## config.mk

```make
export PLATFORM = sky130hd
export DESIGN_NAME = tcp_connection_fsm_core
export DESIGN_NICKNAME = d
export VERILOG_FILES = /design/src/rtl/tcf_pkg.sv /design/src/rtl/tcf_front.sv /design/src/rtl/tcf_queue.sv /design/src/rtl/tcf_back.sv /design/src/rtl/tcp_connection_fsm_core.sv
export SDC_FILE = /design/constraint.sdc
export NUM_CORES = 1
export LEC_CHECK = 0
export BUFFER_PORTS_ARGS = -buffer_cell sky130_fd_sc_hd__buf_4
export CAP_MARGIN = 25
export CORE_ASPECT_RATIO = 1.1
export CORE_UTILIZATION = 48
export DETAILED_ROUTE_END_ITERATION = 8
export PLACE_DENSITY = 0.8
export SYNTH_ARGS = -nofsm -noshare
export SYNTH_HDL_FRONTEND = slang
export SYNTH_SLANG_ARGS = --single-unit
```

## constraint.sdc

```tcl
create_clock -name aclk -period 6.8 [get_ports aclk]
set_input_delay 0.34 -clock aclk [delete_from_list [all_inputs] [get_ports aclk]]
set_output_delay 0.34 -clock aclk [all_outputs]
set_load 0.03 [all_outputs]
```

## src/rtl/tcf_pkg.sv

```systemverilog
// Shared types and constants for the TCP connection engine.
// Used by every module under rtl; depends on nothing else.
package tcf_pkg;

    // Connection states as reported on conn_state_out.
    typedef enum logic [2:0] {
        ST_CLOSED    = 3'd0,
        ST_SYN_SENT  = 3'd1,
        ST_SYN_RCVD  = 3'd2,
        ST_ESTAB     = 3'd3,
        ST_FIN_WAIT1 = 3'd4,
        ST_FIN_WAIT2 = 3'd5,
        ST_TIME_WAIT = 3'd6,
        ST_LAST_ACK  = 3'd7
    } conn_state_t;

    // Event class of an item; a timer expiry is folded in as its own class.
    typedef enum logic [2:0] {
        EV_NONE    = 3'd0,
        EV_FIN_ACK = 3'd1,
        EV_SYN_ACK = 3'd2,
        EV_FIN     = 3'd3,
        EV_SYN     = 3'd4,
        EV_ACK     = 3'd5,
        EV_TIMER   = 3'd6
    } ev_class_t;

    typedef enum logic [1:0] {
        OC_REPLY = 2'd0,
        OC_QUIET = 2'd1,
        OC_SYNC  = 2'd2,
        OC_BAD   = 2'd3
    } outcome_t;

    localparam logic [7:0]  FL_FIN  = 8'h01;
    localparam logic [7:0]  FL_SYN  = 8'h02;
    localparam logic [7:0]  FL_ACK  = 8'h10;
    localparam logic [15:0] LEN_MAX = 16'hFFFF;

    // Configuration port.
    localparam int          ADDR_W         = 3;
    localparam logic        REG_WINDOW     = 1'b0;
    localparam logic        REG_HEADER     = 1'b1;
    localparam logic [15:0] WINDOW_RESET   = 16'd8192;
    localparam logic [5:0]  HEADER_RESET   = 6'd20;

    // One classified item as it travels from the front to the back.
    typedef struct packed {
        ev_class_t   ev;
        logic [31:0] rx_seq;
        logic [31:0] rx_ack;
        logic [31:0] ack_next;
        logic [15:0] tick_low;
        logic [15:0] remote_port;
        logic [15:0] local_port;
        logic [15:0] tx_length;
    } tcf_item_t;

endpackage

```

## src/rtl/tcf_front.sv

```systemverilog
// Front end: classifies an incoming item and precomputes its arithmetic.
// Depends on tcf_pkg.
module tcf_front
    import tcf_pkg::*;
(
    input  logic        mode,
    input  logic [7:0]  rx_flags,
    input  logic [31:0] rx_seq,
    input  logic [31:0] rx_ack,
    input  logic [15:0] rx_payload_len,
    input  logic [15:0] tx_payload_len,
    input  logic [15:0] rx_src_port,
    input  logic [15:0] rx_dst_port,
    input  logic [15:0] tick_low,
    input  logic [5:0]  header_bytes,
    output tcf_item_t   item
);

    logic        fin, syn, ack;
    logic [15:0] inc;
    logic [16:0] total;
    ev_class_t   ev;

    assign fin = rx_flags[0];
    assign syn = rx_flags[1];
    assign ack = rx_flags[4];

    // Priority: timer mode, FIN+ACK, SYN+ACK, FIN, SYN, ACK.
    always_comb begin
        priority if (mode)      ev = EV_TIMER;
        else if (fin && ack)    ev = EV_FIN_ACK;
        else if (syn && ack)    ev = EV_SYN_ACK;
        else if (fin)           ev = EV_FIN;
        else if (syn)           ev = EV_SYN;
        else if (ack)           ev = EV_ACK;
        else                    ev = EV_NONE;
    end

    // An empty segment still advances the acknowledgement by one.
    assign inc   = (rx_payload_len != 16'd0) ? rx_payload_len : 16'd1;
    assign total = {11'd0, header_bytes} + {1'b0, tx_payload_len};

    always_comb begin
        item.ev          = ev;
        item.rx_seq      = rx_seq;
        item.rx_ack      = rx_ack;
        item.ack_next    = rx_seq + {16'd0, inc};
        item.tick_low    = tick_low;
        item.remote_port = rx_src_port;
        item.local_port  = rx_dst_port;
        item.tx_length   = total[16] ? LEN_MAX : total[15:0];
    end

endmodule

```

## src/rtl/tcf_queue.sv

```systemverilog
// Two-entry queue between the classifying front and the executing back.
// Depends on tcf_pkg for the item type.
module tcf_queue
    import tcf_pkg::*;
(
    input  logic      aclk,
    input  logic      aresetn,
    input  logic      wr_valid,
    output logic      wr_ready,
    input  tcf_item_t wr_item,
    output logic      rd_valid,
    input  logic      rd_ready,
    output tcf_item_t rd_item
);

    tcf_item_t   entry_reg [2];
    logic        wr_ptr_reg, wr_ptr_next;
    logic        rd_ptr_reg, rd_ptr_next;
    logic [1:0]  count_reg, count_next;
    logic        push, pop;

    assign wr_ready = (count_reg != 2'd2);
    assign rd_valid = (count_reg != 2'd0);
    assign rd_item  = entry_reg[rd_ptr_reg];
    assign push     = wr_valid && wr_ready;
    assign pop      = rd_valid && rd_ready;

    always_comb begin
        wr_ptr_next = push ? ~wr_ptr_reg : wr_ptr_reg;
        rd_ptr_next = pop  ? ~rd_ptr_reg : rd_ptr_reg;
        unique case ({push, pop})
            2'b10:   count_next = count_reg + 2'd1;
            2'b01:   count_next = count_reg - 2'd1;
            default: count_next = count_reg;
        endcase
    end

    always_ff @(posedge aclk) begin
        if (!aresetn) begin
            wr_ptr_reg <= 1'b0;
            rd_ptr_reg <= 1'b0;
            count_reg  <= 2'd0;
        end else begin
            wr_ptr_reg <= wr_ptr_next;
            rd_ptr_reg <= rd_ptr_next;
            count_reg  <= count_next;
        end
    end

    always_ff @(posedge aclk) begin
        if (push) begin
            entry_reg[wr_ptr_reg] <= wr_item;
        end
    end

    a_count_range: assert property (@(posedge aclk) disable iff (!aresetn)
        count_reg != 2'd3)
        else $error("queue count out of range");

    a_ptrs_full: assert property (@(posedge aclk) disable iff (!aresetn)
        (count_reg == 2'd2 || count_reg == 2'd0) |-> (wr_ptr_reg == rd_ptr_reg))
        else $error("queue pointers disagree with count");

    a_ptrs_one: assert property (@(posedge aclk) disable iff (!aresetn)
        (count_reg == 2'd1) |-> (wr_ptr_reg != rd_ptr_reg))
        else $error("queue pointers disagree with a single entry");

endmodule

```

## src/rtl/tcf_back.sv

```systemverilog
// Back end: connection state machine, sequence state and result register.
// Depends on tcf_pkg.
module tcf_back
    import tcf_pkg::*;
(
    input  logic        aclk,
    input  logic        aresetn,
    input  logic        q_valid,
    output logic        q_ready,
    input  tcf_item_t   q_item,
    input  logic [15:0] window_size,
    output logic        m_valid,
    input  logic        m_ready,
    output logic        m_send,
    output logic [7:0]  m_tx_flags,
    output logic [31:0] m_tx_seq,
    output logic [31:0] m_tx_ack,
    output logic [15:0] m_tx_src_port,
    output logic [15:0] m_tx_dst_port,
    output logic [15:0] m_tx_window,
    output logic [15:0] m_tx_length,
    output logic [2:0]  m_conn_state_out,
    output logic        m_bad_event
);

    conn_state_t state_reg, state_next;
    logic [31:0] seq_reg, seq_next;
    logic [31:0] ack_reg, ack_next;
    outcome_t    oc;
    logic [7:0]  txf;
    logic        bad;
    logic        fire;
    logic        valid_reg;

    logic        send_reg;
    logic [7:0]  flags_reg;
    logic [31:0] tseq_reg, tack_reg;
    logic [15:0] sport_reg, dport_reg, window_reg, length_reg;
    logic [2:0]  cstate_reg;
    logic        bad_reg;

    assign q_ready = !valid_reg || m_ready;
    assign fire    = q_valid && q_ready;

    // Next state.
    always_comb begin
        state_next = ST_CLOSED;
        if (q_item.ev == EV_NONE) begin
            state_next = state_reg;
        end else if (q_item.ev != EV_TIMER) begin
            unique case (state_reg)
                ST_CLOSED: begin
                    if (q_item.ev == EV_SYN) state_next = ST_SYN_RCVD;
                end
                ST_SYN_SENT: begin
                    if (q_item.ev == EV_SYN_ACK) state_next = ST_ESTAB;
                end
                ST_SYN_RCVD: begin
                    if (q_item.ev == EV_ACK) state_next = ST_ESTAB;
                end
                ST_ESTAB: begin
                    if (q_item.ev == EV_ACK) state_next = ST_ESTAB;
                    else if (q_item.ev == EV_FIN_ACK || q_item.ev == EV_FIN)
                        state_next = ST_LAST_ACK;
                end
                ST_FIN_WAIT1: begin
                    if (q_item.ev == EV_ACK) state_next = ST_FIN_WAIT2;
                    else if (q_item.ev == EV_FIN_ACK) state_next = ST_TIME_WAIT;
                end
                ST_FIN_WAIT2: begin
                    if (q_item.ev == EV_ACK) state_next = ST_FIN_WAIT2;
                    else if (q_item.ev == EV_FIN || q_item.ev == EV_FIN_ACK)
                        state_next = ST_TIME_WAIT;
                end
                ST_LAST_ACK: begin
                    if (q_item.ev == EV_ACK) state_next = ST_CLOSED;
                end
                default: state_next = ST_CLOSED;
            endcase
        end
    end

    // Outcome and reply flags.
    always_comb begin
        oc  = OC_BAD;
        txf = 8'd0;
        bad = 1'b0;
        if (q_item.ev == EV_NONE) begin
            oc = OC_QUIET;
        end else if (q_item.ev == EV_TIMER) begin
            oc  = OC_QUIET;
            bad = (state_reg != ST_TIME_WAIT);
        end else begin
            unique case (state_reg)
                ST_CLOSED: begin
                    if (q_item.ev == EV_SYN) begin
                        oc  = OC_REPLY;
                        txf = FL_SYN | FL_ACK;
                    end
                end
                ST_SYN_SENT: begin
                    if (q_item.ev == EV_SYN_ACK) begin
                        oc  = OC_REPLY;
                        txf = FL_ACK;
                    end
                end
                ST_SYN_RCVD: begin
                    if (q_item.ev == EV_ACK) oc = OC_SYNC;
                end
                ST_ESTAB: begin
                    if (q_item.ev == EV_ACK || q_item.ev == EV_FIN) begin
                        oc  = OC_REPLY;
                        txf = FL_ACK;
                    end else if (q_item.ev == EV_FIN_ACK) begin
                        oc  = OC_REPLY;
                        txf = FL_FIN | FL_ACK;
                    end
                end
                ST_FIN_WAIT1: begin
                    if (q_item.ev == EV_ACK) begin
                        oc = OC_QUIET;
                    end else if (q_item.ev == EV_FIN_ACK) begin
                        oc  = OC_REPLY;
                        txf = FL_ACK;
                    end
                end
                ST_FIN_WAIT2: begin
                    if (q_item.ev == EV_ACK) begin
                        oc = OC_QUIET;
                    end else if (q_item.ev == EV_FIN || q_item.ev == EV_FIN_ACK) begin
                        oc  = OC_REPLY;
                        txf = FL_ACK;
                    end
                end
                ST_LAST_ACK: begin
                    if (q_item.ev == EV_ACK) oc = OC_QUIET;
                end
                default: oc = OC_BAD;
            endcase
            bad = (oc == OC_BAD);
        end
    end

    // Sequence and acknowledgement updates.
    always_comb begin
        seq_next = seq_reg;
        ack_next = ack_reg;
        unique case (oc)
            OC_REPLY: begin
                seq_next = (state_reg == ST_CLOSED) ? {16'd0, q_item.tick_low}
                                                    : q_item.rx_ack;
                ack_next = q_item.ack_next;
            end
            OC_SYNC: begin
                seq_next = q_item.rx_ack;
                ack_next = q_item.rx_seq;
            end
            default: begin
                seq_next = seq_reg;
                ack_next = ack_reg;
            end
        endcase
    end

    always_ff @(posedge aclk) begin
        if (!aresetn) begin
            state_reg <= ST_CLOSED;
            seq_reg   <= 32'd0;
            ack_reg   <= 32'd0;
            valid_reg <= 1'b0;
        end else begin
            if (fire) begin
                state_reg <= state_next;
                seq_reg   <= seq_next;
                ack_reg   <= ack_next;
            end
            if (q_ready) begin
                valid_reg <= q_valid;
            end
        end
    end

    always_ff @(posedge aclk) begin
        if (fire) begin
            send_reg   <= (oc == OC_REPLY);
            cstate_reg <= state_next;
            bad_reg    <= bad;
            if (oc == OC_REPLY) begin
                flags_reg  <= txf;
                tseq_reg   <= seq_next;
                tack_reg   <= ack_next;
                sport_reg  <= q_item.local_port;
                dport_reg  <= q_item.remote_port;
                window_reg <= window_size;
                length_reg <= q_item.tx_length;
            end else begin
                flags_reg  <= 8'd0;
                tseq_reg   <= 32'd0;
                tack_reg   <= 32'd0;
                sport_reg  <= 16'd0;
                dport_reg  <= 16'd0;
                window_reg <= 16'd0;
                length_reg <= 16'd0;
            end
        end
    end

    assign m_valid          = valid_reg;
    assign m_send           = send_reg;
    assign m_tx_flags       = flags_reg;
    assign m_tx_seq         = tseq_reg;
    assign m_tx_ack         = tack_reg;
    assign m_tx_src_port    = sport_reg;
    assign m_tx_dst_port    = dport_reg;
    assign m_tx_window      = window_reg;
    assign m_tx_length      = length_reg;
    assign m_conn_state_out = cstate_reg;
    assign m_bad_event      = bad_reg;

    a_bad_closes: assert property (@(posedge aclk) disable iff (!aresetn)
        (valid_reg && bad_reg) |-> (cstate_reg == ST_CLOSED && !send_reg))
        else $error("bad event did not close the connection quietly");

    a_reply_acks: assert property (@(posedge aclk) disable iff (!aresetn)
        (valid_reg && send_reg) |-> ((flags_reg & FL_ACK) == FL_ACK))
        else $error("reply without ACK flag");

    a_sync_estab: assert property (@(posedge aclk) disable iff (!aresetn)
        (fire && oc == OC_SYNC) |=> (state_reg == ST_ESTAB))
        else $error("handshake completion did not reach established");

    a_state_tracks: assert property (@(posedge aclk) disable iff (!aresetn)
        fire |=> (cstate_reg == state_reg))
        else $error("reported state differs from stored state");

endmodule

```

## src/rtl/tcp_connection_fsm_core.sv

```systemverilog
// Two register stages, the queue entry and the result register, lie between an
// accepted input item and its result on the m_ outputs. Throughput: one item per
// cycle while m_ready is high; the two-entry queue and the result register let
// the input side accept up to two more items while a result waits on m_ready.
// Reset (aresetn low at a clock edge): connection closed, sequence and
// acknowledgement numbers zero, queue and result register empty, window 8192,
// header length 20.
module tcp_connection_fsm_core
    import tcf_pkg::*;
(
    input  logic              aclk,
    input  logic              aresetn,

    // Configuration port
    input  logic              psel,
    input  logic              penable,
    input  logic              pwrite,
    input  logic [ADDR_W-1:0] paddr,
    input  logic [31:0]       pwdata,
    output logic [31:0]       prdata,
    output logic              pready,

    // Input item channel
    input  logic              s_valid,
    output logic              s_ready,
    input  logic              s_mode,
    input  logic [7:0]        s_rx_flags,
    input  logic [31:0]       s_rx_seq,
    input  logic [31:0]       s_rx_ack,
    input  logic [15:0]       s_rx_payload_len,
    input  logic [15:0]       s_tx_payload_len,
    input  logic [15:0]       s_rx_src_port,
    input  logic [15:0]       s_rx_dst_port,
    input  logic [15:0]       s_tick_low,

    // Result item channel
    output logic              m_valid,
    input  logic              m_ready,
    output logic              m_send,
    output logic [7:0]        m_tx_flags,
    output logic [31:0]       m_tx_seq,
    output logic [31:0]       m_tx_ack,
    output logic [15:0]       m_tx_src_port,
    output logic [15:0]       m_tx_dst_port,
    output logic [15:0]       m_tx_window,
    output logic [15:0]       m_tx_length,
    output logic [2:0]        m_conn_state_out,
    output logic              m_bad_event
);

    // The registers are word-spaced, so only address bit 2 selects one of
    // them; the byte-offset bits are ignored, as is usual for this port.
    logic [15:0] window_reg;
    logic [5:0]  header_reg;
    logic        cfg_write;
    logic        reg_sel;

    tcf_item_t   front_item;
    tcf_item_t   back_item;
    logic        q_valid;
    logic        q_ready;

    assign pready    = 1'b1;
    assign reg_sel   = paddr[2];
    assign cfg_write = psel && penable && pwrite;

    always_ff @(posedge aclk) begin
        if (!aresetn) begin
            window_reg <= WINDOW_RESET;
            header_reg <= HEADER_RESET;
        end else if (cfg_write) begin
            unique case (reg_sel)
                REG_WINDOW: window_reg <= pwdata[15:0];
                REG_HEADER: header_reg <= pwdata[5:0];
                default:    window_reg <= window_reg;
            endcase
        end
    end

    // Read data is presented during the access cycle.
    always_comb begin
        unique case (reg_sel)
            REG_WINDOW: prdata = {16'd0, window_reg};
            REG_HEADER: prdata = {26'd0, header_reg};
            default:    prdata = 32'd0;
        endcase
    end

    // Front: the item is classified and its acknowledgement sum and reply
    // length are worked out before it is queued.
    tcf_front u_front (
        .mode           (s_mode),
        .rx_flags       (s_rx_flags),
        .rx_seq         (s_rx_seq),
        .rx_ack         (s_rx_ack),
        .rx_payload_len (s_rx_payload_len),
        .tx_payload_len (s_tx_payload_len),
        .rx_src_port    (s_rx_src_port),
        .rx_dst_port    (s_rx_dst_port),
        .tick_low       (s_tick_low),
        .header_bytes   (header_reg),
        .item           (front_item)
    );

    // The queue decouples the two halves, so the input is taken whenever
    // it has room, regardless of the result side.
    tcf_queue u_queue (
        .aclk     (aclk),
        .aresetn  (aresetn),
        .wr_valid (s_valid),
        .wr_ready (s_ready),
        .wr_item  (front_item),
        .rd_valid (q_valid),
        .rd_ready (q_ready),
        .rd_item  (back_item)
    );

    // Back: the state machine applies one item per cycle whenever the
    // result register is empty or being emptied.
    tcf_back u_back (
        .aclk             (aclk),
        .aresetn          (aresetn),
        .q_valid          (q_valid),
        .q_ready          (q_ready),
        .q_item           (back_item),
        .window_size      (window_reg),
        .m_valid          (m_valid),
        .m_ready          (m_ready),
        .m_send           (m_send),
        .m_tx_flags       (m_tx_flags),
        .m_tx_seq         (m_tx_seq),
        .m_tx_ack         (m_tx_ack),
        .m_tx_src_port    (m_tx_src_port),
        .m_tx_dst_port    (m_tx_dst_port),
        .m_tx_window      (m_tx_window),
        .m_tx_length      (m_tx_length),
        .m_conn_state_out (m_conn_state_out),
        .m_bad_event      (m_bad_event)
    );

endmodule
```

==> flow_summary_export.csv, run 1 <==
group,metric,value,unit
synth,synth_warnings,0,
synth,synth_edf_count,398,
power_and_ir_drop,power_frac_comb,31.7,%
floorplan,fp.dieH,202.8,µm
clock_tree,worstSkewPairLatency,0.54,ns
sta,fin_crit,4.117,ns
power_and_ir_drop,p_seq_share,43.7,%
global_route,grt_util_all_layers,20.45,%
clock_tree,cts-root-buf,"clkbuf_16",
power_and_ir_drop,irDropWorstVdd,0.2766,mV
critical_path,crit_path_max_fanout,45,
placed_design,numPortBuffers,325,
route,first_pass_iters,5,
synth,postSynth.asyncResetShare,0,%
floorplan,dieArea,37430,µm²
clock_tree,cts_sinks,429,
critical_path,start_kind,"register",
critical_path,crit_type,"reg2reg",
clock_tree,cts_tree,"yes",
power_and_ir_drop,clockPowerShare,24.6,%
clock_tree,clk_pin_slew,0.06,ns
critical_path,end_kind,"register",
placed_design,dpl.hpwl,24.65,mm
sta,fin_tns_setup,0,ns
worst_hold_path,min_from,"pwdata[4]",
synth,ys_ff_latch,429,
sta,slew_viol_final,0,
clock_tree,cts_buffer_depth,3,
sta,grt_setup_unrepaired,"false",
sta,worst_pin_slew,1.000,ns
global_route,grt_overflow_total,0,
synth,synth_area_leaders,"edfxtp_1 (68%), mux2i_1 (6.0%), dfxtp_1 (3.5%), nor2_1 (2.8%), ha_1 (1.6%)",
global_route,grt_first_pass_wirelength,58.52,mm
sta,setup_viol,0,
floorplan,rows,73,
route,vias,10920,
floorplan,initial_core_util,48.65,%
placed_design,placed_cells,1946,
floorplan,io_pins,371,
power_and_ir_drop,power_per_cell_area,405.1,nW/µm²
synth,ys_seq_area_share,71.44,%
synth,yosys.area.top_type,"edfxtp_1",
synth,syn_area_per_cell,14.75,µm²
global_route,met3_usage,5.238,%
final_layout,layout-drive-gt1-share,27.04,%
synth,synthTopCellsByCount,"edfxtp_1 (398), nor2_1 (131), mux2i_1 (106)",
final_layout,largest_reg_flops,262,
critical_path,required,7.16,ns
floorplan,core,36170,µm²
route,drt_iter0_markers,711,
power_and_ir_drop,p_sw,3.109,mW
worst_hold_path,hp-class,"in2reg",
route,wl,38.94,mm
global_route,top_usage_layer,"met2",
critical_path,reg2reg_slack,2.68,ns
route,routedWlPerCell,18.49,µm
synth,syn_inst,1193,
final_layout,fin_nets,1807,
clock_tree,cts_max_level,2,
final_layout,area_growth,28.32,%
sta,slew_headroom,33.32,%
global_route,grt_util_met2,36.33,%
global_route,antenna_found_initial,4,
critical_path,worstRegToRegCells,7,
sta,fmax,242.9,MHz
power_and_ir_drop,intPower,6.039,mW
route,ant_nets,0,
power_and_ir_drop,p_leak,8.572,nW
worst_hold_path,min_path_cells,3,
clock_tree,cts.repair.resized,0,
synth,synth_top_area_share,67.92,%
synth,synth_top_flop_cell,"edfxtp_1",
synth,ys_types,58,
worst_hold_path,holdPathEnd,"header_reg[4]$_SDFFE_PN1P_",
route,vias_per_cell,5.186,
sta,period_share,60.55,%
power_and_ir_drop,swShare,33.99,%
floorplan,die_x,184.6,µm
sta,fin_worst_hold_slack,0.03139,ns
clock_tree,cts_made_buffers,42,
run_status,status,"finished clean",
synth,yosysMostFrequentCell,"edfxtp_1",
clock_tree,cts_hold_buf,83,
job,cap_violations,0,
global_route,grt_start_max_net_pins,94,
route,drc_errors,0,
sta,skew,0.01631,ns
synth,synthesis.area,17600,µm²
global_route,use_met1,23.73,%
clock_tree,post_cts_buffers,0,
global_route,grt_pass1_vias,11130,
sta,hold_violations,0,
critical_path,r2r-end,"u_back.m_tx_seq[17]$_SDFFCE_PP0P_",
final_layout,instances_no_fill,2106,
placed_design,place_congestion,0.8666,
critical_path,crit_arrival,4.48,ns
## critical path, stage by stage, from the launching register on
cell and delay, ns:
dfxtp_4 0.84, buf_4 0.64, mux2_2 0.47, a211oi_2 0.24, nor2_4 0.05, inv_1 0.66
nand2_1 0.67, nor2_1 0.30
## cell type report
type | instances | area, µm²
Timing Repair Buffer | 419 | 3373
Multi-Input combinational cell | 674 | 4604
Tap cell | 487 | 609.3
Sequential cell | 429 | 12580
Clock buffer | 51 | 1149
Inverter | 21 | 83.83
Antenna cell | 3 | 7.507
Fill cell | 2679 | 13590
Clock inverter | 22 | 177.7
## how the worst max path moves through the flow
| stage | start | to | slack, ns | cells past startpoint |
|---|---|---|---|---|
| global route | register | u_back.m_tx_seq[26]$_SDFFCE_PP0P_ | 2.24 | 7 |
| finish | register | u_back.m_tx_seq[17]$_SDFFCE_PP0P_ | 2.68 | 7 |
| global placement | register | u_back.m_tx_seq[20]$_SDFFCE_PP0P_ | 2.72 | 7 |
| floorplan | u_back.m_valid$_SDFFE_PN0N_ | u_queue.count_reg[1]$_SDFFE_PN0P_ | 1.27 | 7 |
| detailed placement | register | u_back.m_tx_seq[17]$_SDFFCE_PP0P_ | 2.54 | 7 |
| CTS | register | u_back.m_tx_seq[17]$_SDFFCE_PP0P_ | 2.53 | 7 |
## cells in the final DEF, fill, tap and decap left out, types with 4 or more instances in the layout
cell type      synthesis  layout
and2_1                32      32
nor2b_1               18      18
nand2b_1               8       8
xnor2_1               24      24
a31oi_1                6       6
mux4_2                11      11
nand3_1               22      22
inv_1                 20      20
dlygate4sd3_1          0      83
a211oi_1               4       4
clkbuf_16              0      45
a21o_1                 9       9
mux2i_1              106     106
clkinv_1               1      11
conb_1                 2      22
a21boi_0               6       6
nor2_1               131     129
a21oi_1               42      42
o21ai_0               19      19
clkbuf_1              50       6
nand4_1                7       7
buf_4                 23     335
nand2_1               76      76
xor2_1                16      16
o211ai_1               9       9
edfxtp_1             398     398
and3_1                10       9
mux2_2                20      20
clkinv_2               0       6
nor3_1                12      11
nor4_1                 4       4
dfxtp_1               31      30
o31ai_1                4       4
ha_1                  23      23
## power by group through the flow
stage	clock network (mW)	logic [mW]	registers, mW
2_1_floorplan	0	1.07	4.79
3_3_place_gp	0	2.81	4.01
3_5_place_dp	0	2.87	4.03
4_1_cts	2.28	2.92	3.99
5_1_grt	2.40	3.09	4.05
6_report	2.25	2.90	3.99
## metal layers
metal	wire length (µm)	share of wire, %
met5	27	0.069
met4	1068	2.7
met1	14730	38
met3	3114	8.0
met2	20000	51
## logic make-up after synthesis
family                     share of synthesized area (%)
DFF                                                71.44
other                                            0.04268
muxes                                              8.796
adders and majority gates                          1.863
AOI/OAI and AO/OA                                  4.309
buffers and inverters                              2.958
xor gates and xnor gates                           1.991
and+or+nand+nor                                    8.596
## through the flow
stage	instance area (µm²)	worst slack (ns)	utilization, %	total power [mW]
after floorplan	17670	1.266	-	5.866
after global placement	20380	2.718	56.35	6.820
after detailed placement	20410	2.541	56.42	6.901
after CTS	22570	2.527	62.39	9.191
after global routing	22580	2.245	62.42	9.540
final	22580	2.683	62.43	9.148
No activity file was read; power rests on OpenSTA's default activity.
==> inputs of run 2 (changes only) <==
Settings changed: CORE_UTILIZATION 48 to 54, PLACE_DENSITY 0.8 to 0.85.
Clock period 6.8 ns to 4.2 ns, I/O delays scaled along.
==> run 2 against run 1 <==
  * Flip-flop and latch count unchanged
  * First-iteration DRC count rose by 0.28%
  * Hold slack worse by 0.0047 ns
  * Routed wire length increased by 1.5%
  * Via count is 2.9% higher
  * Sequential share of layout area shrank 0.34 points
  * Critical endpoint unchanged
  * Largest power group unchanged
==> flow_summary_export.csv, run 2 (synthesis gave the netlist of run 1 again) <==
group,metric,value,unit
run_status,status,"finished clean",
clock_tree,worstSkewPairLatency,0.54,ns
floorplan,fp.dieH,191.3,µm
sta,layout_setup_ws,0.9364,ns
critical_path,worstRegToRegCells,9,
sta,fin_worst_hold_slack,0.02673,ns
floorplan,core,31740,µm²
final_layout,utilization,71.59,%
sta,slew_headroom,35.23,%
placed_design,pre_cts_ws,0.8766,ns
power_and_ir_drop,p_sw,5.004,mW
global_route,grt_start_max_net_pins,87,
global_route,grt_pass1_vias,11350,
job,cap_violations,0,
clock_tree,cts_buffer_depth,3,
sta,setup_viol,0,
route,vias,11240,
clock_tree,cts_sinks,429,
route,drc_errors,0,
power_and_ir_drop,clockPowerShare,24.4,%
global_route,grt_overflow_total,0,
power_and_ir_drop,power_frac_comb,32.3,%
final_layout,layout-drive-gt1-share,26.89,%
sta,skew,0.02254,ns
placed_design,dpl.hpwl,24.54,mm
floorplan,io_pins,371,
clock_tree,cts-root-buf,"clkbuf_16",
placed_design,place_congestion,0.8876,
sta,fmax,306.4,MHz
power_and_ir_drop,swShare,33.81,%
clock_tree,cts_max_level,2,
final_layout,layout_common_cells,"edfxtp_1 (398), buf_4 (338), nor2_1 (129), mux2i_1 (106), dlygate4sd3_1 (103)",
floorplan,die_x,174.1,µm
final_layout,largest_reg_flops,262,
sta,slew_viol_final,0,
sta,fin_crit,3.264,ns
clock_tree,clk_pin_slew,0.06,ns
critical_path,slowest_delay,0.56,ns
critical_path,cp_cell_sequence,"buf_4 -> mux2i_2 -> o211ai_1 -> a211oi_2 -> nor2_4 -> inv_1 -> buf_4 -> nand2_1 -> nor2_1",
critical_path,slowest_stage,"buf_4",
critical_path,crit_type,"reg2reg",
power_and_ir_drop,p_leak,8.673,nW
critical_path,path_common_cell,"buf_4",
worst_hold_path,hp-class,"in2reg",
final_layout,fin_nets,1830,
clock_tree,cts_tree,"yes",
sta,hold_violations,0,
critical_path,reg2reg_slack,0.94,ns
power_and_ir_drop,irDropWorstVdd,0.3398,mV
route,wl,39.51,mm
floorplan,rows,68,
floorplan,initial_core_util,55.45,%
route,ant_nets,0,
critical_path,required,4.57,ns
critical_path,crit_arrival,3.63,ns
power_and_ir_drop,p_seq_share,43.3,%
clock_tree,cts_made_buffers,41,
route,vias_per_cell,5.439,
final_layout,area_growth,29.11,%
global_route,antenna_found_initial,7,
floorplan,dieArea,33310,µm²
final_layout,mostFrequentLayoutCell,"edfxtp_1",
global_route,grt_util_all_layers,23.59,%
worst_hold_path,min_path_cells,2,
worst_hold_path,holdPathEnd,"u_queue.entry_reg[0][90]$_DFFE_PP_",
global_route,grt_first_pass_wirelength,60.17,mm
critical_path,crit_path_max_fanout,39,
power_and_ir_drop,intPower,9.797,mW
placed_design,numPortBuffers,325,
sta,fin_tns_setup,0,ns
sta,period_share,77.71,%
critical_path,start_kind,"register",
route,routedWlPerCell,19.12,µm
clock_tree,post_cts_buffers,0,
route,first_pass_iters,5,
critical_path,end_kind,"register",
route,drt_iter0_markers,713,
sta,worst_pin_slew,0.9715,ns
power_and_ir_drop,power_per_cell_area,651.5,nW/µm²
critical_path,r2r-end,"u_back.m_tx_seq[17]$_SDFFCE_PP0P_",
sta,grt_setup_unrepaired,"false",
worst_hold_path,min_from,"s_rx_seq[26]",
==> run 2: cell count changes in the layout (fill, tap and decap cells not counted), sizes merged <==
cell | previous run | this run
buf | 336 | 340
clkinvlp | 1 | 0
inv | 22 | 23
bufinv | 3 | 4
clkinv | 17 | 19
dlygate4sd3 | 83 | 103
diode | 3 | 6
clkbuf | 51 | 48
==> run 2: worst max path at each step <==
stage	from	end	slack (ns)
after floorplan	u_back.m_valid$_SDFFE_PN0N_	u_queue.count_reg[1]$_SDFFE_PN0P_	0.52
after global placement	register	u_back.m_tx_seq[25]$_SDFFCE_PP0P_	1.01
after detailed placement	register	u_back.m_tx_seq[17]$_SDFFCE_PP0P_	0.88
after CTS	register	u_back.m_tx_seq[17]$_SDFFCE_PP0P_	0.87
after global routing	register	u_back.m_tx_seq[19]$_SDFFCE_PP0P_	0.63
final	register	u_back.m_tx_seq[17]$_SDFFCE_PP0P_	0.94
==> run 2: power by group through the flow <==
stage	clock [mW]	combinational, mW	sequential (mW)
floorplan	0	1.74	7.70
global placement	0	4.58	6.43
detailed placement	0	4.71	6.47
CTS	3.66	4.80	6.40
global route	3.84	5.07	6.50
finish	3.61	4.78	6.41
==> run 2: per-layer routing <==
| metal | share of wire (%) | wire, µm | vias up | GRT usage, % |
|---|---|---|---|---|
| met3 | 7.5 | 2946 | 85 | 5.688 |
| met2 | 53 | 20780 | 487 | 43.12 |
| met5 | 0.030 | 12 | - | 0 |
| li1 | - | - | 5175 | - |
| met4 | 2.8 | 1115 | 2 | 7.321 |
| met1 | 37 | 14660 | 5489 | 27.32 |
==> run 2: what timing repair did <==
action / 4_1_cts / 5_1_grt
hold buffers: 103 / 0
resized for setup: 0 / 0
endpoints found under the hold margin: 192 / 0
==> run 2: per-stage QoR <==
step / instances / cell area [µm²] / total power [mW]
final: 2066 / 22720 / 14.80
after global routing: 2065 / 22720 / 15.41
after CTS: 2059 / 22700 / 14.86
after detailed placement: 1883 / 20350 / 11.18
after global placement: 1882 / 20340 / 11.01
after floorplan: 1213 / 17680 / 9.440
==> run 2: cell type report <==
| class | instances | area (µm²) |
|---|---|---|
| sequential | 429 | 12580 |
| fill | 1937 | 9016 |
| multi-input combinational | 674 | 4604 |
| timing repair buffer | 443 | 3600 |
| clock buffer | 48 | 1095 |
| tap | 420 | 525.5 |
| clock inverter | 25 | 220.2 |
| inverter | 21 | 83.83 |
| antenna | 6 | 15.01 |
==> run 2: worst max-delay path: cells and delay by family, from the launching register on <==
family	cells	cell delay (ns)
AO/OA/AOI/OAI	2	0.51
buffers and inverters	3	0.90
flip-flops	1	0.44
multiplexers	1	0.46
AND/OR/NAND/NOR	3	0.76
==> inputs of run 3 (changes only) <==
Settings changed: ABC_AREA set to 1.
Clock period 4.2 ns to 3.19 ns, I/O delays scaled along.
==> run 3 against run 2 <==
  * Sequential power increased by 34%
  * Highest routed layer is now met4
  * Critical path type unchanged
  * Synthesized cell count increased by 34%
  * Cell count is 21% higher
  * Cell area increased by 3.6%
  * Via count up 20%
  * Utilization increased by 0.53 points
  * Combinational power grew 62%
==> flow_summary_export.csv, run 3 <==
group,metric,value,unit
run_status,status,"finished clean",
critical_path,required,3.59,ns
placed_design,numPortBuffers,325,
global_route,top_usage_layer,"met2",
placed_design,pre_cts_ws,0.1770,ns
synth,synth_warnings,0,
route,vias_per_cell,5.374,
clock_tree,cts_tree,"yes",
power_and_ir_drop,power.total,21.07,mW
clock_tree,cts_hold_buf,133,
sta,setup_viol,0,
worst_hold_path,hp-class,"in2reg",
route,vias,13480,
sta,layout_setup_ws,0.6029,ns
critical_path,crit_arrival,2.99,ns
sta,grt_setup_unrepaired,"false",
synth,synth_edf_count,398,
synth,ys_ff_latch,429,
floorplan,io_pins,371,
power_and_ir_drop,irDropWorstVdd,0.5850,mV
critical_path,slowest_delay,0.39,ns
synth,ys_types,41,
critical_path,slowest_stage,"dfxtp_1",
floorplan,core,32630,µm²
clock_tree,cts_made_buffers,42,
route,first_pass_iters,5,
synth,synth-compound-area-share,5.413,%
critical_path,crit_path_max_fanout,7,
route,drt_iter0_markers,1166,
final_layout,layout-drive-gt1-share,20.82,%
synth,yosys.area_share.simple,15.61,%
synth,synthesis.area,18070,µm²
final_layout,mostFrequentLayoutCell,"nand2_1",
sta,hold_violations,0,
final_layout,fin_nets,2264,
global_route,met3_usage,4.294,%
floorplan,die_x,176.4,µm
synth,synthAdderAreaFrac,1.814,%
clock_tree,cts_buffer_depth,3,
synth,synth_area_leaders,"edfxtp_1 (66%), nand2_1 (9.5%), dfxtp_1 (3.4%), nor2_1 (2.8%), a21oi_1 (2.8%)",
global_route,grt_first_pass_wirelength,70.02,mm
synth,yosysMostFrequentCell,"nand2_1",
clock_tree,worstSkewPairLatency,0.56,ns
clock_tree,cts_sinks,429,
synth,ys_seq_area_share,69.56,%
sta,fin_crit,2.587,ns
synth,synthMuxAreaShare,0.8861,%
sta,fin_worst_hold_slack,0.02768,ns
route,wl,45.57,mm
route,drc_errors,0,
route,routedWlPerCell,18.17,µm
global_route,antenna_found_initial,7,
sta,fin_tns_setup,0,ns
clock_tree,post_cts_buffers,0,
synth,synthTopCellsByCount,"nand2_1 (458), edfxtp_1 (398), nor2_1 (137)",
sta,slew_headroom,38.94,%
power_and_ir_drop,power_per_cell_area,895.2,nW/µm²
final_layout,area_growth,30.21,%
sta,skew,0.02864,ns
synth,yosys.area.top_type,"edfxtp_1",
sta,fmax,386.5,MHz
sta,slew_viol_final,0,
floorplan,fp.dieH,193.9,µm
synth,synth_top_area_share,66.12,%
sta,worst_pin_slew,0.9149,ns
power_and_ir_drop,p_leak,9.928,nW
global_route,grt_pass1_vias,13680,
clock_tree,cts_max_level,2,
synth,synth_top_flop_cell,"edfxtp_1",
placed_design,dpl.hpwl,27.74,mm
global_route,grt_util_met2,47.08,%
route,ant_nets,0,
synth,postSynth.asyncResetShare,0,%
global_route,grt_util_all_layers,26.44,%
global_route,grt_overflow_total,0,
critical_path,start_kind,"register",
synth,synth_top_family_by_area,"simple AND/OR/NAND/NOR gates",
synth,syn_area_per_cell,11.28,µm²
synth,syn_inst,1602,
final_layout,layout_common_cells,"nand2_1 (457), edfxtp_1 (398), buf_4 (337), nor2_1 (135), dlygate4sd3_1 (133)",
clock_tree,cts-root-buf,"clkbuf_16",
clock_tree,cts.repair.resized,0,
job,cap_violations,0,
placed_design,place_congestion,0.9330,
floorplan,initial_core_util,55.39,%
clock_tree,clk_pin_slew,0.06,ns
global_route,use_met1,30.43,%
floorplan,dieArea,34210,µm²
critical_path,crit_type,"reg2reg",
critical_path,end_kind,"register",
sta,period_share,81.10,%
critical_path,cp_cell_sequence,"ha_1 -> inv_1 -> fa_1 -> inv_1 -> nand3_1 -> nand2_1 -> nand4_1 -> nand2_1 -> inv_1 -> nor2_1 -> nand2_1 -> nand3b_1",
global_route,grt_start_max_net_pins,97,
final_layout,largest_reg_flops,262,
floorplan,rows,69,
synth,synth-xor-area-share,1.357,%
## run 3: kinds of logic (layout without fill, tap and decap cells)
kind of cell / after synthesis / count (layout)
AND/OR/NAND/NOR: 692 / 692
multiplexers: 16 / 16
flip-flops: 429 / 429
other: 2 / 29
XOR/XNOR: 28 / 28
buffers and inverters: 223 / 676
AO/OA/AOI/OAI: 187 / 187
adder cells (fa/ha/maj): 25 / 25
## run 3: metrics by stage
step	utilization (%)	area (µm²)	std cells
global placement	64.06	20910	2293
detailed placement	64.06	20910	2293
global route	72.12	23540	2508
finish	72.12	23540	2508
CTS	72.07	23520	2501
floorplan	-	18170	1622
## run 3: area by class of cell
| type | instances | area (µm²) |
|---|---|---|
| Fill cell | 2055 | 9099 |
| Clock inverter | 20 | 171.4 |
| Antenna cell | 7 | 17.52 |
| Sequential cell | 429 | 12580 |
| Clock buffer | 55 | 1110 |
| Inverter | 123 | 465.4 |
| Tap cell | 426 | 533.0 |
| Timing Repair Buffer | 478 | 4021 |
| Multi-Input combinational cell | 970 | 4641 |
## run 3: power by group
part	internal (mW)	switching [mW]	total (mW)
registers	8.08	0.535	8.62
logic	2.34	5.42	7.76
clock network	2.63	2.06	4.69
## run 3: per-layer routing
layer / share of wire (%) / vias up
li1: - / 6260
met1: 35 / 6355
met4: 5.4 / 0
met2: 52 / 697
met5: 0 / -
met3: 7.4 / 165
## run 3: path summary, 6_finish.rpt
check	from	endpoint	slack, ns	cells past startpoint
worst max-delay path	header_reg[0]$_SDFFE_PN0P_	u_queue.entry_reg[0][10]$_DFFE_PP_	0.60	12
worst min-delay path	s_tx_payload_len[9]	u_queue.entry_reg[1][9]$_DFFE_PP_	0.03	3
worst max register to register	header_reg[0]$_SDFFE_PN0P_	u_queue.entry_reg[0][10]$_DFFE_PP_	0.60	12
worst min register to register	u_queue.rd_ptr_reg$_SDFFE_PN0P_	register	0.44	1
## run 3: critical path: cells and delay by family (launching register included)
kind	cells	cell delay, ns
fa+ha+maj	2	0.58
buf+inv	3	0.26
simple gates	7	1.20
flops	1	0.39
